**src/hw/rtl/wsc_pkg.sv**
```systemverilog
package wsc_pkg;

    localparam int LENGTH_BITS_DEF = 32;
    localparam int QUEUE_DEPTH_DEF = 4;
    localparam int LEN_FIELD_W     = 32;
    localparam int HDR_IDX_W       = 4;

    localparam logic [7:0]             HDR_FIRST    = 8'h82;
    localparam logic [7:0]             LEN16_CODE   = 8'hFE;
    localparam logic [7:0]             LEN64_CODE   = 8'hFF;
    localparam logic [LEN_FIELD_W-1:0] SHORT_MAX    = 32'd125;
    localparam logic [LEN_FIELD_W-1:0] MEDIUM_LIMIT = 32'd65536;

    localparam logic [HDR_IDX_W-1:0] HDR_N_SHORT  = 4'd6;
    localparam logic [HDR_IDX_W-1:0] HDR_N_MEDIUM = 4'd8;
    localparam logic [HDR_IDX_W-1:0] HDR_N_LONG   = 4'd14;

    typedef enum logic {
        CMD_START = 1'b0,
        CMD_DATA  = 1'b1
    } t_cmd;

    typedef enum logic {
        KIND_HDR  = 1'b0,
        KIND_BYTE = 1'b1
    } t_kind;

    typedef enum logic [1:0] {
        CLS_SHORT  = 2'd0,
        CLS_MEDIUM = 2'd1,
        CLS_LONG   = 2'd2
    } t_len_class;

    typedef struct packed {
        t_kind                  kind;
        t_len_class             cls;
        logic [LEN_FIELD_W-1:0] len;
        logic [31:0]            key;
        logic [7:0]             data;
        logic                   done;
        logic                   err;
    } t_job;

    typedef struct packed {
        logic full;
        logic empty;
    } t_q_status;

    function automatic logic [HDR_IDX_W-1:0] hdr_count(t_len_class cls);
        logic [HDR_IDX_W-1:0] n;
        unique case (cls)
            CLS_SHORT:  n = HDR_N_SHORT;
            CLS_MEDIUM: n = HDR_N_MEDIUM;
            default:    n = HDR_N_LONG;
        endcase
        return n;
    endfunction

    // byte idx of the header: first byte, length code, extended length, mask key
    function automatic logic [7:0] hdr_byte(t_len_class cls, logic [HDR_IDX_W-1:0] idx,
                                            logic [LEN_FIELD_W-1:0] len, logic [31:0] key);
        logic [7:0]           b;
        logic [HDR_IDX_W-1:0] kb;
        logic [1:0]           k;
        logic [1:0]           j;
        unique case (cls)
            CLS_SHORT:  kb = 4'd2;
            CLS_MEDIUM: kb = 4'd4;
            default:    kb = 4'd10;
        endcase
        k = 2'(idx - kb);
        j = 2'(idx - 4'd6);
        b = '0;
        if (idx == '0) begin
            b = HDR_FIRST;
        end else if (idx >= kb) begin
            b = key[{~k, 3'b000} +: 8];
        end else begin
            unique case (cls)
                CLS_SHORT: begin
                    b = {1'b1, len[6:0]};
                end
                CLS_MEDIUM: begin
                    if (idx == 4'd1) b = LEN16_CODE;
                    else if (idx == 4'd2) b = len[15:8];
                    else b = len[7:0];
                end
                default: begin
                    // upper four bytes of the 64-bit length are always zero
                    if (idx == 4'd1) b = LEN64_CODE;
                    else if (idx >= 4'd6) b = len[{~j, 3'b000} +: 8];
                    else b = '0;
                end
            endcase
        end
        return b;
    endfunction

endpackage

```
**src/hw/rtl/wsc_front.sv**
```systemverilog
module wsc_front #(
    parameter int LENGTH_BITS = wsc_pkg::LENGTH_BITS_DEF
) (
    input  logic                                i_clk,
    input  logic                                i_rst_n,
    input  logic                                i_valid,
    output logic                                o_stall,
    input  logic                                i_cmd,
    input  logic [wsc_pkg::LEN_FIELD_W-1:0]     i_frame_length,
    input  logic [31:0]                         i_mask_key,
    input  logic [7:0]                          i_payload_byte,
    input  wsc_pkg::t_q_status                  i_q_status,
    output logic                                o_push,
    output wsc_pkg::t_job                       o_job
);

    localparam int LEN_W = (LENGTH_BITS < wsc_pkg::LEN_FIELD_W) ? LENGTH_BITS
                                                               : wsc_pkg::LEN_FIELD_W;

    logic [LEN_W-1:0] r_bytes_left, n_bytes_left;
    logic [1:0]       r_mask_pos, n_mask_pos;
    logic [31:0]      r_mask_reg, n_mask_reg;
    logic             r_open, n_open;

    logic                              accept;
    logic [LEN_W-1:0]                  len_lim;
    logic [wsc_pkg::LEN_FIELD_W-1:0]   len_ext;
    logic [LEN_W-1:0]                  left_dec;
    logic [7:0]                        mask_byte;

    assign accept    = i_valid && !i_q_status.full;
    assign o_stall   = i_q_status.full;
    assign o_push    = accept;
    assign len_lim   = i_frame_length[LEN_W-1:0];
    assign len_ext   = wsc_pkg::LEN_FIELD_W'(len_lim);
    assign left_dec  = r_bytes_left - 1'b1;
    assign mask_byte = r_mask_reg[{~r_mask_pos, 3'b000} +: 8];

    always_comb begin
        o_job        = '0;
        n_bytes_left = r_bytes_left;
        n_mask_pos   = r_mask_pos;
        n_mask_reg   = r_mask_reg;
        n_open       = r_open;
        if (i_cmd == wsc_pkg::CMD_START) begin
            o_job.kind = wsc_pkg::KIND_HDR;
            if (len_ext <= wsc_pkg::SHORT_MAX) o_job.cls = wsc_pkg::CLS_SHORT;
            else if (len_ext < wsc_pkg::MEDIUM_LIMIT) o_job.cls = wsc_pkg::CLS_MEDIUM;
            else o_job.cls = wsc_pkg::CLS_LONG;
            o_job.len = len_ext;
            o_job.key = i_mask_key;
            if (accept) begin
                n_mask_reg   = i_mask_key;
                n_mask_pos   = '0;
                n_bytes_left = len_lim;
                n_open       = (len_lim != '0);
            end
        end else if (!r_open) begin
            // data with no frame open: lone error result, state untouched
            o_job.kind = wsc_pkg::KIND_BYTE;
            o_job.err  = 1'b1;
        end else begin
            o_job.kind = wsc_pkg::KIND_BYTE;
            o_job.data = i_payload_byte ^ mask_byte;
            o_job.done = (left_dec == '0);
            if (accept) begin
                n_mask_pos   = r_mask_pos + 1'b1;
                n_bytes_left = left_dec;
                n_open       = (left_dec != '0);
            end
        end
    end

    always_ff @(posedge i_clk) begin
        if (!i_rst_n) begin
            r_bytes_left <= '0;
            r_mask_pos   <= '0;
            r_mask_reg   <= '0;
            r_open       <= 1'b0;
        end else begin
            r_bytes_left <= n_bytes_left;
            r_mask_pos   <= n_mask_pos;
            r_mask_reg   <= n_mask_reg;
            r_open       <= n_open;
        end
    end

endmodule

```
**src/hw/rtl/wsc_queue.sv**
```systemverilog
module wsc_queue #(
    parameter int DEPTH = wsc_pkg::QUEUE_DEPTH_DEF
) (
    input  logic               i_clk,
    input  logic               i_rst_n,
    input  logic               i_push,
    input  wsc_pkg::t_job      i_job,
    input  logic               i_pop,
    output wsc_pkg::t_job      o_head,
    output wsc_pkg::t_q_status o_status
);

    localparam int PTR_W = (DEPTH > 1) ? $clog2(DEPTH) : 1;
    localparam int CNT_W = $clog2(DEPTH + 1);

    wsc_pkg::t_job r_mem [DEPTH];
    logic [PTR_W-1:0] r_wr, n_wr;
    logic [PTR_W-1:0] r_rd, n_rd;
    logic [CNT_W-1:0] r_count, n_count;

    assign o_head         = r_mem[r_rd];
    assign o_status.full  = (r_count == CNT_W'(DEPTH));
    assign o_status.empty = (r_count == '0);

    always_comb begin
        n_wr = r_wr;
        n_rd = r_rd;
        if (i_push) n_wr = (r_wr == PTR_W'(DEPTH - 1)) ? '0 : r_wr + 1'b1;
        if (i_pop)  n_rd = (r_rd == PTR_W'(DEPTH - 1)) ? '0 : r_rd + 1'b1;
        unique case ({i_push, i_pop})
            2'b10:   n_count = r_count + 1'b1;
            2'b01:   n_count = r_count - 1'b1;
            default: n_count = r_count;
        endcase
    end

    always_ff @(posedge i_clk) begin
        if (!i_rst_n) begin
            r_wr    <= '0;
            r_rd    <= '0;
            r_count <= '0;
        end else begin
            r_wr    <= n_wr;
            r_rd    <= n_rd;
            r_count <= n_count;
        end
    end

    always_ff @(posedge i_clk) begin
        if (i_push) r_mem[r_wr] <= i_job;
    end

endmodule

```
**src/hw/rtl/wsc_back.sv**
```systemverilog
module wsc_back (
    input  logic               i_clk,
    input  logic               i_rst_n,
    input  wsc_pkg::t_job      i_head,
    input  wsc_pkg::t_q_status i_q_status,
    output logic               o_pop,
    input  logic               i_stall,
    output logic               o_valid,
    output logic [7:0]         o_out_byte,
    output logic               o_run_last,
    output logic               o_frame_done,
    output logic               o_error_flag
);

    logic [wsc_pkg::HDR_IDX_W-1:0] r_idx, n_idx;
    logic                          r_valid, n_valid;
    logic [7:0]                    r_byte;
    logic                          r_last, r_done, r_err;

    logic                          can_load;
    logic                          emit;
    logic                          hdr_last;
    logic [7:0]                    e_byte;
    logic                          e_last, e_done, e_err;

    assign can_load = !r_valid || !i_stall;
    assign emit     = can_load && !i_q_status.empty;
    assign hdr_last = (r_idx == wsc_pkg::hdr_count(i_head.cls) - 1'b1);

    always_comb begin
        if (i_head.kind == wsc_pkg::KIND_BYTE) begin
            e_byte = i_head.data;
            e_last = 1'b1;
            e_done = i_head.done;
            e_err  = i_head.err;
        end else begin
            e_byte = wsc_pkg::hdr_byte(i_head.cls, r_idx, i_head.len, i_head.key);
            e_last = hdr_last;
            e_done = hdr_last && (i_head.len == '0);
            e_err  = 1'b0;
        end
    end

    always_comb begin
        o_pop = emit && ((i_head.kind == wsc_pkg::KIND_BYTE) || hdr_last);
        n_idx = r_idx;
        if (emit && (i_head.kind == wsc_pkg::KIND_HDR)) begin
            n_idx = hdr_last ? '0 : r_idx + 1'b1;
        end
        if (emit) n_valid = 1'b1;
        else if (can_load) n_valid = 1'b0;
        else n_valid = r_valid;
    end

    always_ff @(posedge i_clk) begin
        if (!i_rst_n) begin
            r_idx   <= '0;
            r_valid <= 1'b0;
        end else begin
            r_idx   <= n_idx;
            r_valid <= n_valid;
        end
    end

    always_ff @(posedge i_clk) begin
        if (emit) begin
            r_byte <= e_byte;
            r_last <= e_last;
            r_done <= e_done;
            r_err  <= e_err;
        end
    end

    assign o_valid      = r_valid;
    assign o_out_byte   = r_byte;
    assign o_run_last   = r_last;
    assign o_frame_done = r_done;
    assign o_error_flag = r_err;

endmodule

```
**src/hw/rtl/websocket_client_frame_tx.sv**
```systemverilog
// Client-to-server WebSocket binary frame builder with payload masking. A start
// item (cmd 0) opens a frame and yields its header: 0x82, the length byte with the
// mask bit set (plus 2 or 8 extended length bytes) and the four mask key bytes,
// 6, 8 or 14 output bytes in all. Each data item (cmd 1) yields one masked payload
// byte, or a single error result when no frame is open. The front end takes one
// item per cycle whenever its job queue (QUEUE_DEPTH entries) has room and updates
// the frame state at once; the back end sends one byte per cycle from the queue
// head into the output register while the output is not stalled, so data items
// flow at one per cycle and a start item holds the output side for its 6, 8 or 14
// header bytes as later items queue. Each item goes via its queue entry to o_valid.
module websocket_client_frame_tx #(
    parameter int LENGTH_BITS = wsc_pkg::LENGTH_BITS_DEF,
    parameter int QUEUE_DEPTH = wsc_pkg::QUEUE_DEPTH_DEF
) (
    input  logic                            i_clk,
    input  logic                            i_rst_n,
    input  logic                            i_valid,
    output logic                            o_stall,
    input  logic                            i_cmd,
    input  logic [wsc_pkg::LEN_FIELD_W-1:0] i_frame_length,
    input  logic [31:0]                     i_mask_key,
    input  logic [7:0]                      i_payload_byte,
    output logic                            o_valid,
    input  logic                            i_stall,
    output logic [7:0]                      o_out_byte,
    output logic                            o_run_last,
    output logic                            o_frame_done,
    output logic                            o_error_flag
);

    wsc_pkg::t_q_status q_status;
    wsc_pkg::t_job      push_job;
    wsc_pkg::t_job      head_job;
    logic               push;
    logic               pop;

    wsc_front #(
        .LENGTH_BITS(LENGTH_BITS)
    ) u_front (
        .i_clk          (i_clk),
        .i_rst_n        (i_rst_n),
        .i_valid        (i_valid),
        .o_stall        (o_stall),
        .i_cmd          (i_cmd),
        .i_frame_length (i_frame_length),
        .i_mask_key     (i_mask_key),
        .i_payload_byte (i_payload_byte),
        .i_q_status     (q_status),
        .o_push         (push),
        .o_job          (push_job)
    );

    wsc_queue #(
        .DEPTH(QUEUE_DEPTH)
    ) u_queue (
        .i_clk    (i_clk),
        .i_rst_n  (i_rst_n),
        .i_push   (push),
        .i_job    (push_job),
        .i_pop    (pop),
        .o_head   (head_job),
        .o_status (q_status)
    );

    wsc_back u_back (
        .i_clk        (i_clk),
        .i_rst_n      (i_rst_n),
        .i_head       (head_job),
        .i_q_status   (q_status),
        .o_pop        (pop),
        .i_stall      (i_stall),
        .o_valid      (o_valid),
        .o_out_byte   (o_out_byte),
        .o_run_last   (o_run_last),
        .o_frame_done (o_frame_done),
        .o_error_flag (o_error_flag)
    );

    // a queue entry is only popped when one is there
    a_pop_not_empty: assert property (@(posedge i_clk) disable iff (!i_rst_n)
        pop |-> !q_status.empty)
        else $error("pop from empty job queue");

    // error results carry no frame completion and a zero byte
    a_err_result: assert property (@(posedge i_clk) disable iff (!i_rst_n)
        (o_valid && o_error_flag) |-> (!o_frame_done && o_run_last && o_out_byte == 8'h00))
        else $error("malformed error result");

    // the byte that closes a frame always closes its item's run
    a_done_last: assert property (@(posedge i_clk) disable iff (!i_rst_n)
        (o_valid && o_frame_done) |-> o_run_last)
        else $error("frame done without run last");

endmodule
```
**config.mk**
```make
export PLATFORM = sky130hd
export DESIGN_NAME = websocket_client_frame_tx
export DESIGN_NICKNAME = d
export VERILOG_FILES = /design/src/hw/rtl/wsc_pkg.sv /design/src/hw/rtl/wsc_front.sv /design/src/hw/rtl/wsc_queue.sv /design/src/hw/rtl/wsc_back.sv /design/src/hw/rtl/websocket_client_frame_tx.sv
export SDC_FILE = /design/constraint.sdc
export NUM_CORES = 1
export LEC_CHECK = 0
export BUFFER_PORTS_ARGS = -buffer_cell sky130_fd_sc_hd__buf_4
export CORE_MARGIN = 2
export CORE_UTILIZATION = 43
export CTS_BUF_LIST = sky130_fd_sc_hd__clkbuf_4 sky130_fd_sc_hd__clkbuf_8
export CTS_CLUSTER_SIZE = 28
export DETAILED_ROUTE_END_ITERATION = 16
export GPL_TIMING_DRIVEN = 0
export PLACE_DENSITY = 0.7
export SETUP_SLACK_MARGIN = 0.1
export SYNTH_ARGS = -nofsm -noshare
export SYNTH_HDL_FRONTEND = slang
export SYNTH_SLANG_ARGS = --single-unit
```
**constraint.sdc**
```tcl
create_clock -name i_clk -period 4.6 [get_ports i_clk]
set_input_delay 0.46 -clock i_clk [delete_from_list [all_inputs] [get_ports i_clk]]
set_output_delay 0.46 -clock i_clk [all_outputs]
set_load 0.01 [all_outputs]
```
==> summary.txt <==
Run status
  • Status: finished, final reports clean

Clocking
  • Clock Path Buffers: 3
  • H-Tree Depth: 3
  • CTS tree: built
  • Clock net sink count: 400
  • TritonCTS Buffers: 66
  • Clock slew seen by the registers of the worst setup and hold paths: 0.06 ns
  • Worst-skew pair later-pin latency: 0.62 ns
  • Root Buffer: clkbuf_8

STA
  • Max Freq: 236 MHz
  • Final Hold Vio Count: 0
  • Final Skew: 0.0481 ns
  • Worst Max-Slew Pin Slew: 1.06 ns
  • Max Slew Vio Count: 0
  • Crit path time final: 4.23 ns
  • Setup Viol. Count Final: 0
  • Unrepaired setup endpoints after global routing: no
  • Final WS setup: 0.369 ns
  • Headroom to the max-slew limit: 29.0%
  • Fraction of the cycle the final worst path needs: ~92%

Route
  • DR vias/cell: 5.84
  • DR DRC count: 0
  • Wire per inst: 23.8 um
  • Initial DRC count: between 1000 and 1500
  • Number of detailed-route iterations in the first pass: 5
  • DRT Wirelength: 46800 um
  • Via count: 11500
  • ANT nets after route: 0

Critical path
  • Crit. End Element: register
  • Crit path launch type: register
  • WP data required: 5.13 ns
  • Worst-path maximum fanout: 10
  • Kind of critical path: reg2reg
  • Arr. time, crit path: 4.76 ns

Yosys
  • Number of enable flip-flop cells after synthesis: 319
  • Cell area after synthesis: about 17000 um^2
  • Sequential fraction of the synthesis area: between 60% and 70%
  • Post-synthesis register bit count: 400
  • Synth Instances: 1225
  • Avg Inst Size Synth: 14.2 um^2
  • Synth Warn #: 0
  • Netlist cell types: approximately 60
  • Synth Net Count: 1319
  • Async SR Flop Fraction: 0%
  • Top_reg_cell synth: edfxtp_1

Place
  • Port bufs: 89
  • Place WS: -0.628 ns
  • DP Wirelength: 32200 um
  • Final GP Congestion: 0.976

Power and ir drop
  • Leak pwr: roughly 6.8 nW
  • Pwr/cell area: around 530 nW/um^2
  • Final Total Pwr: 10.8 mW
  • Worst VDD drop: between 0.2 and 0.25 mV

Die
  • Die W: 205 um
  • Die area: 42100 um^2
  • Row cnt: 73
  • Core outline area: 39800 um^2
  • Starting density of the core: 43.7%
  • Io pins: 90
  • Die height: 205 um

Layout
  • Inserted Diodes: 0
  • Most common cell after layout, fill and taps aside: edfxtp_1
  • Max reg flops: 308
  • Commonest cells after routing, fill and taps aside: 319 x edfxtp_1, 124 x nand2_1, 101 x mux4_2
  • # fillers: 3398
  • Layout cells sized above 1: 22.9%
  • Nets: 1481
  • Layout area overhead: 16.3%

Global route
  • Vias in the first global route: 11500
  • Initial antenna violation count: 0
  • Total track usage: 22.7%
  • Largest net degree at the start of global routing: 59
  • GRT overflow: 0
  • First-pass GRT wire length: approximately 70000 um

Worst hold path
  • Hold Crit Class: in2reg

Run
  • Max-Cap Viols: 0
[cells in the mapped netlist, types with 8 or more instances]
cell / number / area [um^2]
a21oi_1: 99 / 495
buf_2: 9 / 45.0
and2_1: 13 / 81.3
nand2_1: 124 / 465
inv_1: 30 / 113
nand3_1: 10 / 50.1
nor3_1: 24 / 120
o21ai_0: 32 / 160
or3_1: 8 / 50.1
ha_1: 16 / 200
clkbuf_1: 51 / 191
edfxtp_1: 319 / 9580
xnor2_1: 19 / 166
nor4_1: 25 / 156
nor2_1: 73 / 274
nor2b_1: 71 / 444
mux4_2: 101 / 2270
a31oi_1: 11 / 68.8
dfxtp_1: 81 / 1620
[through the flow]
stage / instance area, um^2 / hold slack, ns / setup TNS [ns] / util [%] / std cells
floorplan: 17400 / 0.433 / 0 / - / 1225
global placement: 18700 / 0.440 / -113.04 / 47.1 / 1839
detailed placement: 18900 / 0.447 / -1.03 / 47.4 / 1844
CTS: 20300 / 0.0529 / 0 / 50.9 / 1963
global route: 20300 / 0.0627 / 0 / 50.9 / 1963
finish: 20300 / 0.0906 / 0 / 50.9 / 1963
[final timing paths]
kind	start	to	slack, ns	cells past startpoint
worst min register to register	u_front.r_mask_reg[2]$_SDFFE_PN0P_	u_front.r_mask_reg[2]$_SDFFE_PN0P_	0.46	2
worst min-delay path	i_cmd	u_queue.r_mem[3][76]$_DFFE_PP_	0.09	1
worst max register to register	register	u_queue.r_count[2]$_SDFFE_PN0P_	0.37	16
worst max-delay path	register	u_queue.r_count[2]$_SDFFE_PN0P_	0.37	16
[cell type report]
class	count	area [um^2]	area share (%)
buffer	66	268	1.32
clock buffer	88	1120	5.52
clock inverter	31	238	1.17
inverter	32	120	0.593
multi-input combinational	726	5850	28.9
sequential	400	11200	55.3
tap	525	657	3.24
timing repair buffer	95	801	3.95
[routing by layer]
metal  global-route usage, %  wire length, um  vias up
li1                        -                -     5028
met1                    31.5            19400     5775
met2                    35.8            22000      573
met3                    4.26             4000       90
met4                    8.22             1350        0
met5                       0                0        -
[worst max-delay path: stages, from the launching register on]
cell	delay, ns
dfxtp_1	0.31
clkbuf_1	0.34
mux4_2	0.60
nand2b_1	0.16
clkbuf_2	0.19
ha_1	0.34
xnor2_1	0.16
nor3_4	0.27
or2_2	0.17
and2_1	0.12
clkbuf_1	0.23
ha_1	0.24
inv_1	0.06
fa_1	0.38
xor2_1	0.16
or3_1	0.30
a21oi_1	0.14
[where the power goes]
group / leakage [nW] / switching, mW / internal [mW]
combinational: 2.41 / 1.78 / 1.30
sequential: 3.65 / 0.155 / 4.35
clock: 0.702 / 1.42 / 1.76
[kinds of logic (layout without fill, tap and decap cells)]
| family | Yosys count | count (layout) | share of synthesized area (%) |
|---|---|---|---|
| xor+xnor | 25 | 25 | 1.26 |
| fa+ha+maj | 17 | 17 | 1.26 |
| flops | 400 | 400 | 64.3 |
| simple gates | 386 | 386 | 11.1 |
| mux | 106 | 106 | 13.3 |
| buf+inv | 99 | 312 | 2.24 |
| compound gates | 192 | 192 | 6.49 |
[timing repair]
item,in CTS,in global routing
pin swaps,1,0
gates cloned,0,0
setup buffers,1,0
hold buffers,0,0
resized for setup,3,2
setup endpoints to repair,3,1
No activity file was read; power rests on OpenSTA's default activity.
